--- src/hw/rtl/twt_pkg.sv ---
// Shared types, codes and reset values of the track window table.
package twt_pkg;

  // Table geometry default
  localparam int TABLE_DEPTH_DEF = 16;

  // Field widths
  localparam int ID_W    = 16;
  localparam int FRAME_W = 32;
  localparam int DUR_W   = 16;
  localparam int WIN_W   = 7;
  localparam int PEND_W  = 8;
  localparam int CFG_W   = 8;

  // Command codes
  localparam logic CMD_DETECT = 1'b0;
  localparam logic CMD_EOF    = 1'b1;

  // Result kinds
  localparam logic [1:0] KIND_DETECT = 2'd0;
  localparam logic [1:0] KIND_FREED  = 2'd1;
  localparam logic [1:0] KIND_DONE   = 2'd2;

  // Match status codes
  localparam logic [1:0] ST_CONTINUED = 2'd0;
  localparam logic [1:0] ST_RESUMED   = 2'd1;
  localparam logic [1:0] ST_NEW       = 2'd2;
  localparam logic [1:0] ST_FULL      = 2'd3;

  // Register indexes
  localparam logic [1:0] REG_MAX_PENDING = 2'd0;
  localparam logic [1:0] REG_POSE_LENGTH = 2'd1;
  localparam logic [1:0] REG_STEP_SIZE   = 2'd2;

  // Register reset values
  localparam logic [PEND_W-1:0] MAX_PENDING_RST = 8'd5;
  localparam logic [WIN_W-1:0]  POSE_LENGTH_RST = 7'd30;
  localparam logic [WIN_W-1:0]  STEP_SIZE_RST   = 7'd1;

  // Saturation limits
  localparam logic [WIN_W-1:0] WIN_MAX = '1;
  localparam logic [DUR_W-1:0] DUR_MAX = '1;

  // One table entry as stored in the entry memory
  typedef struct packed {
    logic [ID_W-1:0]    track_id;
    logic [FRAME_W-1:0] last_frame;
    logic [FRAME_W-1:0] start_frame;
    logic [DUR_W-1:0]   duration;
    logic [WIN_W-1:0]   window_len;
  } entry_t;

  // Configuration registers
  typedef struct packed {
    logic [PEND_W-1:0] max_pending;
    logic [WIN_W-1:0]  pose_length;
    logic [WIN_W-1:0]  step_size;
  } cfg_t;

  // Evaluation of one entry by the update unit
  typedef struct packed {
    entry_t     hit_entry;
    logic [1:0] hit_status;
    logic       hit_ready;
    entry_t     walk_entry;
    logic       walk_write;
    logic       expired;
    logic       cur_ready;
  } eval_t;

endpackage

--- src/hw/rtl/track_window_table_top.sv ---
// Track window table: entry memory, walk sequencer and result register.
//
// Keeps up to TABLE_DEPTH tracked identities. A detection (cmd 0) is matched
// against every entry by a walk through the entry memory, one slot per cycle
// through its single read port, and puts its result on the result port. An
// end of frame (cmd 1) walks the table the same way, frees stale entries (one
// result each) and shrinks full windows, then gives a frame done result; its
// walk halts while the result consumer stalls a freed-entry result. The item
// port is ready again in the cycle the item's last result is loaded, so items
// never overlap. The configuration port is always ready; write it only while
// no item is in progress.
module track_window_table_top
  import twt_pkg::*;
#(
  parameter int TABLE_DEPTH = TABLE_DEPTH_DEF,
  localparam int SLOT_W = $clog2(TABLE_DEPTH)
) (
  input  logic              clk,
  input  logic              rst,
  // item channel
  input  logic              item_valid,
  output logic              item_ready,
  input  logic              cmd,
  input  logic [ID_W-1:0]   track_id,
  // result channel
  output logic              res_valid,
  input  logic              res_ready,
  output logic [1:0]        kind,
  output logic [ID_W-1:0]   result_id,
  output logic [SLOT_W-1:0] slot,
  output logic [1:0]        match_status,
  output logic [DUR_W-1:0]  track_duration,
  output logic              window_ready,
  output logic              last_result,
  // configuration channel
  input  logic              cfg_valid,
  output logic              cfg_ready,
  input  logic [1:0]        cfg_index,
  input  logic [CFG_W-1:0]  cfg_data
);

  localparam int IDX_W = $clog2(TABLE_DEPTH + 1);

  typedef enum logic [4:0] {
    S_IDLE  = 5'b00001,
    S_DSCAN = 5'b00010,
    S_DDONE = 5'b00100,
    S_EWALK = 5'b01000,
    S_EDONE = 5'b10000
  } state_t;

  state_t             state;
  logic [IDX_W-1:0]   idx;
  logic [ID_W-1:0]    req_id;
  logic [TABLE_DEPTH-1:0] valid_bits;
  logic [FRAME_W-1:0] frame_counter;
  cfg_t               cfg;
  logic               hit_found;
  logic [SLOT_W-1:0]  hit_slot;
  entry_t             hit_entry;
  logic               free_found;
  logic [SLOT_W-1:0]  free_slot;
  logic               rd_live;
  logic [SLOT_W-1:0]  rd_slot;
  entry_t             rd_entry;
  entry_t             mem [TABLE_DEPTH];

  logic               out_free;
  logic               scanning;
  logic               issue_ok;
  logic               chk_valid;
  logic               stall;
  logic               advance;
  logic               rd_en;
  logic [SLOT_W-1:0]  rd_addr;
  logic               last_chk;
  logic               res_load;
  entry_t             alu_in;
  eval_t              alu_res;
  entry_t             new_entry;
  logic               wr_en;
  logic [SLOT_W-1:0]  wr_addr;
  entry_t             wr_data;

  assign item_ready = (state == S_IDLE);
  assign cfg_ready  = 1'b1;

  // Walk control
  assign out_free  = !res_valid || res_ready;
  assign scanning  = (state == S_DSCAN) || (state == S_EWALK);
  assign issue_ok  = (idx < IDX_W'(TABLE_DEPTH));
  assign rd_addr   = idx[SLOT_W-1:0];
  assign chk_valid = valid_bits[rd_slot];
  assign stall     = (state == S_EWALK) && rd_live && chk_valid && alu_res.expired
                     && !out_free;
  assign advance   = scanning && !stall;
  assign rd_en     = advance && issue_ok;
  assign last_chk  = rd_live && (rd_slot == SLOT_W'(TABLE_DEPTH - 1));

  // Load the result register on a freed entry or at the end of an item
  assign res_load  = (state == S_EWALK && rd_live && !stall && chk_valid && alu_res.expired)
                     || ((state == S_DDONE || state == S_EDONE) && out_free);

  // Share the update unit between the hit refresh and the walk
  assign alu_in = (state == S_DDONE) ? hit_entry : rd_entry;

  twt_alu u_alu (
    .ent   (alu_in),
    .frame (frame_counter),
    .cfg   (cfg),
    .res   (alu_res)
  );

  // Fresh entry on allocation
  always_comb begin
    new_entry             = '0;
    new_entry.track_id    = req_id;
    new_entry.last_frame  = frame_counter;
    new_entry.start_frame = frame_counter;
    new_entry.duration    = DUR_W'(1);
    new_entry.window_len  = WIN_W'(1);
  end

  // Select the single memory write of this cycle
  always_comb begin
    wr_en   = 1'b0;
    wr_addr = rd_slot;
    wr_data = alu_res.walk_entry;
    if (state == S_DDONE && out_free) begin
      if (hit_found) begin
        wr_en   = 1'b1;
        wr_addr = hit_slot;
        wr_data = alu_res.hit_entry;
      end else if (free_found) begin
        wr_en   = 1'b1;
        wr_addr = free_slot;
        wr_data = new_entry;
      end
    end else if (state == S_EWALK && rd_live && !stall && chk_valid
                 && !alu_res.expired && alu_res.walk_write) begin
      wr_en = 1'b1;
    end
  end

  // Entry memory with registered read
  always_ff @(posedge clk) begin
    if (wr_en) begin
      mem[wr_addr] <= wr_data;
    end
    if (rd_en) begin
      rd_entry <= mem[rd_addr];
      rd_slot  <= rd_addr;
    end
  end

  // Sequencer, table state and result register
  always_ff @(posedge clk) begin
    if (rst) begin
      state         <= S_IDLE;
      idx           <= '0;
      valid_bits    <= '0;
      frame_counter <= '0;
      cfg           <= '{MAX_PENDING_RST, POSE_LENGTH_RST, STEP_SIZE_RST};
      hit_found     <= 1'b0;
      free_found    <= 1'b0;
      rd_live       <= 1'b0;
      res_valid     <= 1'b0;
    end else begin
      // Take register writes
      if (cfg_valid) begin
        case (cfg_index)
          REG_MAX_PENDING: cfg.max_pending <= cfg_data[PEND_W-1:0];
          REG_POSE_LENGTH: cfg.pose_length <= cfg_data[WIN_W-1:0];
          REG_STEP_SIZE:   cfg.step_size   <= cfg_data[WIN_W-1:0];
          default: ;
        endcase
      end

      // Load a new result or drop the one just taken
      if (res_load) begin
        res_valid <= 1'b1;
      end else if (res_ready) begin
        res_valid <= 1'b0;
      end

      case (state)
        S_IDLE: begin
          if (item_valid) begin
            req_id     <= track_id;
            idx        <= '0;
            hit_found  <= 1'b0;
            free_found <= 1'b0;
            state      <= (cmd == CMD_EOF) ? S_EWALK : S_DSCAN;
          end
        end

        S_DSCAN, S_EWALK: begin
          if (advance) begin
            rd_live <= issue_ok;
            if (issue_ok) begin
              idx <= idx + IDX_W'(1);
            end
          end
          // Check the slot read in the previous cycle
          if (state == S_DSCAN && rd_live && chk_valid) begin
            if (!hit_found && rd_entry.track_id == req_id) begin
              hit_found <= 1'b1;
              hit_slot  <= rd_slot;
              hit_entry <= rd_entry;
            end
          end else if (state == S_DSCAN && rd_live && !free_found) begin
            free_found <= 1'b1;
            free_slot  <= rd_slot;
          end
          // Free a stale entry and report it
          if (state == S_EWALK && rd_live && !stall && chk_valid && alu_res.expired) begin
            valid_bits[rd_slot] <= 1'b0;
            kind           <= KIND_FREED;
            result_id      <= rd_entry.track_id;
            slot           <= rd_slot;
            match_status   <= ST_CONTINUED;
            track_duration <= rd_entry.duration;
            window_ready   <= alu_res.cur_ready;
            last_result    <= 1'b0;
          end
          if (last_chk && advance) begin
            state <= (state == S_DSCAN) ? S_DDONE : S_EDONE;
          end
        end

        S_DDONE: begin
          if (out_free) begin
            kind        <= KIND_DETECT;
            result_id   <= req_id;
            last_result <= 1'b1;
            if (hit_found) begin
              slot           <= hit_slot;
              match_status   <= alu_res.hit_status;
              track_duration <= alu_res.hit_entry.duration;
              window_ready   <= alu_res.hit_ready;
            end else if (free_found) begin
              valid_bits[free_slot] <= 1'b1;
              slot           <= free_slot;
              match_status   <= ST_NEW;
              track_duration <= DUR_W'(1);
              window_ready   <= (WIN_W'(1) >= cfg.pose_length);
            end else begin
              slot           <= '0;
              match_status   <= ST_FULL;
              track_duration <= '0;
              window_ready   <= 1'b0;
            end
            state <= S_IDLE;
          end
        end

        S_EDONE: begin
          if (out_free) begin
            kind           <= KIND_DONE;
            result_id      <= '0;
            slot           <= '0;
            match_status   <= ST_CONTINUED;
            track_duration <= '0;
            window_ready   <= 1'b0;
            last_result    <= 1'b1;
            frame_counter  <= frame_counter + FRAME_W'(1);
            state          <= S_IDLE;
          end
        end

        default: begin
          state <= S_IDLE;
        end
      endcase
    end
  end

endmodule

--- src/hw/rtl/twt_alu.sv ---
// Shared entry update unit: refresh on a hit, expiry and window shrink on a walk.
module twt_alu
  import twt_pkg::*;
(
  input  entry_t             ent,
  input  logic [FRAME_W-1:0] frame,
  input  cfg_t               cfg,
  output eval_t              res
);

  logic [FRAME_W:0]   expire_lim;
  logic [WIN_W-1:0]   drop;
  logic               same_frame;

  // Compare the entry age against the pending limit without wrap
  assign expire_lim = {1'b0, ent.last_frame} + {{(FRAME_W + 1 - PEND_W){1'b0}}, cfg.max_pending};
  assign same_frame = (ent.last_frame == frame);
  assign drop       = (cfg.step_size > ent.window_len) ? ent.window_len : cfg.step_size;

  always_comb begin
    res = '0;

    // Refresh a matched entry
    res.hit_entry            = ent;
    res.hit_entry.last_frame = frame;
    res.hit_entry.duration   = (ent.duration == DUR_MAX) ? ent.duration
                                                         : ent.duration + DUR_W'(1);
    res.hit_entry.window_len = (ent.window_len == WIN_MAX) ? ent.window_len
                                                           : ent.window_len + WIN_W'(1);
    res.hit_status = (same_frame || (ent.last_frame + FRAME_W'(1) == frame)) ? ST_CONTINUED
                                                                             : ST_RESUMED;
    res.hit_ready  = (res.hit_entry.window_len >= cfg.pose_length);

    // Age out or shrink during the end-of-frame walk
    res.expired    = (expire_lim < {1'b0, frame});
    res.cur_ready  = (ent.window_len >= cfg.pose_length);
    res.walk_write = same_frame && res.cur_ready;
    res.walk_entry             = ent;
    res.walk_entry.window_len  = ent.window_len - drop;
    res.walk_entry.start_frame = ent.start_frame + {{(FRAME_W - WIN_W){1'b0}}, drop};
  end

endmodule

--- config.mk ---
export PLATFORM = sky130hd
export DESIGN_NAME = track_window_table_top
export DESIGN_NICKNAME = d
export VERILOG_FILES = /design/src/hw/rtl/twt_pkg.sv /design/src/hw/rtl/track_window_table_top.sv /design/src/hw/rtl/twt_alu.sv
export SDC_FILE = /design/constraint.sdc
export NUM_CORES = 2
export LEC_CHECK = 0
export BUFFER_PORTS_ARGS = -buffer_cell sky130_fd_sc_hd__clkbuf_2
export CORE_MARGIN = 8
export CORE_UTILIZATION = 30
export DETAILED_ROUTE_END_ITERATION = 16
export SYNTH_ARGS = -nofsm -noshare
export SYNTH_HDL_FRONTEND = slang
export SYNTH_HIERARCHICAL = 1
export SYNTH_SLANG_ARGS = --single-unit
--- constraint.sdc ---
create_clock -name clk -period 15.1 [get_ports clk]
set_input_delay 3.02 -clock clk [delete_from_list [all_inputs] [get_ports clk]]
set_output_delay 3.02 -clock clk [all_outputs]
set_load 0.03 [all_outputs]
==> summary.txt <==
GRT
  • First-pass GRT wire length: 220,000 µm
  • GRT overflow: 0
  • Vias in the first global route: 32,200
  • GRT Overall Usage: 13.5%
  • Initial antenna violation count: 3
  • Pin count of the biggest net entering global routing: 112

Setup path
  • Critical Path Max Stage Delay: 0.96 ns
  • CP max FO: 50
  • CP max stage cell: a211oi_1
  • CP Capture Type: flop
  • Crit-path most repeated cell: buf_4
  • Critical path arrival: 9.56 ns
  • Startpoint type of the worst setup path: flop
  • Crit Path Category: reg2reg
  • Crit path required time: 15.48 ns
  • Critical path cell sequence: or3_1 -> nor3b_4 -> buf_4 -> buf_4 -> nand2_1 -> nand2_1 -> ha_1 -> nor2b_1 -> o21ai_0 -> a21boi_0 -> o21ai_0 -> a211oi_1 -> nand4_1 -> xnor2_1 -> ha_1 -> nand4_1 -> nor4_1 -> nand3_1 -> o211a_1 -> nand4b_1 -> a21oi_1 -> o211ai_1 -> nor2_4 -> buf_4

Timing
  • Endpoints failing setup: 0
  • Slew headroom: 8.83%
  • Crit share post-route: 60.8%
  • Slew @ Worst Pin: 1.37 ns
  • RSZ-0062 raised after global routing: no
  • F_max: 109 MHz
  • Final Hold Fails: 0
  • Final Max Slew Viols: 0
  • Max Clock Skew: 0.0321 ns
  • Setup_tns: 0 ns
  • Final Critical Period: 9.18 ns

Final layout
  • Most frequent cells in the layout: 1,348 x edfxtp_1, 355 x mux4_2, 305 x nand2_1
  • Area grow syn2layout: 12.3%
  • Commonest non-fill, non-tap cell in the layout: edfxtp_1
  • Post-Layout Cell Count: 6,293
  • # nets final: 3,607
  • Fill cells: 18,900
  • Multi-input logic area: 16,700 µm²
  • Reg area: 42,200 µm²
  • Util after Layout: 33.8%
  • Layout cell share with drive strength beyond 1: 21.1%

Floorplan
  • Starting Density: 30.1%
  • Die area: 217,000 µm²
  • Core area: 202,000 µm²
  • IO Count: 77
  • Die W: 466 µm
  • Die Y: 466 µm
  • Cell Rows: 165

CTS
  • Cts hold-fix bufs: 0
  • H-tree levels: 4
  • Worst-path clk slew: 0.06 ns
  • Setup Buffers After CTS: 0
  • CTS root buf: clkbuf_16
  • CTS Buf Count: 145
  • Worst skew pair latency: 0.78 ns
  • CTS tree: done
  • Clock tree buffer depth: 3
  • # resized after CTS: 0
  • # clock sinks: 1,432

Placement
  • DP HPWL: 89,600 µm
  • Final Wtd Congestion: 0.877
  • Port Buf Inserts: 75
  • Dpl cells: 6,027

Detailed routing
  • Drc violations: 0
  • Starting DRT DRC Count: 3,134
  • Vias per cell: 5.09
  • WL per Instance: 23.9 µm
  • WL final: 150,000 µm
  • Final ANT Viol Nets: 0
  • DR vias: 32,100
  • First drt pass iteration count: 8

Power
  • PD cells: 120 nW/µm²
  • Maximum vdd drop: 0.120 mV
  • Pleak: 21.3 nW
  • Pwr Total: 0.00820 W

Logic synthesis
  • Syn. warnings: 6
  • Mapped Avg Cell Area: 17.2 µm²
  • Synthesized instance count: 3,524
  • Area of the mapped netlist: 60,700 µm²
  • Mapped Nets: 3,629

Hold path
  • Min-Delay Path Class: reg2reg

Outcome
  • Status: complete, no violations

Flow run
  • Max cap viols: 0
-- worst max-delay path: cells and delay by family, from the launching register on --
family          cells  cell delay, ns
flops               1            0.43
simple gates       11            3.11
buf+inv             3            1.86
xor+xnor            1            0.18
fa+ha+maj           2            0.52
compound gates      7            2.54
-- final timing paths --
| path | startpoint | to | slack [ns] | depth (start not counted) |
|---|---|---|---|---|
| worst max-delay path | state[4]$_SDFFE_PP0P_ | mem[7][91]$_DFFE_PP_ | 5.92 | 24 |
| worst min-delay path | rd_entry[66]$_DFFE_PP_ | hit_entry[66]$_DFFE_PP_ | 0.44 | 0 |
| worst max register to register | state[4]$_SDFFE_PP0P_ | mem[7][91]$_DFFE_PP_ | 5.92 | 24 |
| worst min register to register | rd_entry[66]$_DFFE_PP_ | hit_entry[66]$_DFFE_PP_ | 0.44 | 0 |
-- state kept, by name, summed over array words and instances, names as in the netlist, 2 cells and up --
register        cells
frame_counter      32
rd_slot             4
valid_bits         16
idx                 5
slot                4
rd_entry           71
mem              1136
free_slot           4
hit_slot            4
match_status        2
result_id          16
req_id             16
state               5
hit_entry          71
cfg                22
track_duration     16
kind                2
-- report_power, final --
part	total (W)	switching [W]	internal, W
Clock	0.00360	0.00152	0.00207
Combinational	0.000248	0.000154	0.0000945
Sequential	0.00436	0.0000176	0.00434
Total	0.00820	0.00169	0.00651
-- layout make-up --
type | count | share of cell area [%]
Inverter | 76 | 0.422
Antenna cell | 3 | 0.0110
Sequential cell | 1432 | 61.9
Clock inverter | 78 | 1.18
Clock buffer | 185 | 5.77
Multi-Input combinational cell | 1702 | 24.5
Timing Repair Buffer | 145 | 1.34
Tap cell | 2672 | 4.90
-- routing by layer --
layer	share of wire (%)	up-vias	global-route usage [%]
li1	-	13900	-
met1	42	16800	17.5
met2	49	1106	22.4
met3	6.6	246	2.82
met4	3.3	2	4.75
met5	0.0086	-	0
-- per-stage QoR --
| step | hold WS, ns | area [µm²] | worst slack [ns] |
|---|---|---|---|
| floorplan | 0.403 | 60700 | 6.21 |
| global placement | 0.432 | 63400 | 5.90 |
| detailed placement | 0.431 | 63400 | 6.00 |
| CTS | 0.441 | 68200 | 5.97 |
| global route | 0.442 | 68200 | 5.37 |
| finish | 0.443 | 68200 | 5.92 |
No activity file was read; power rests on OpenSTA's default activity.
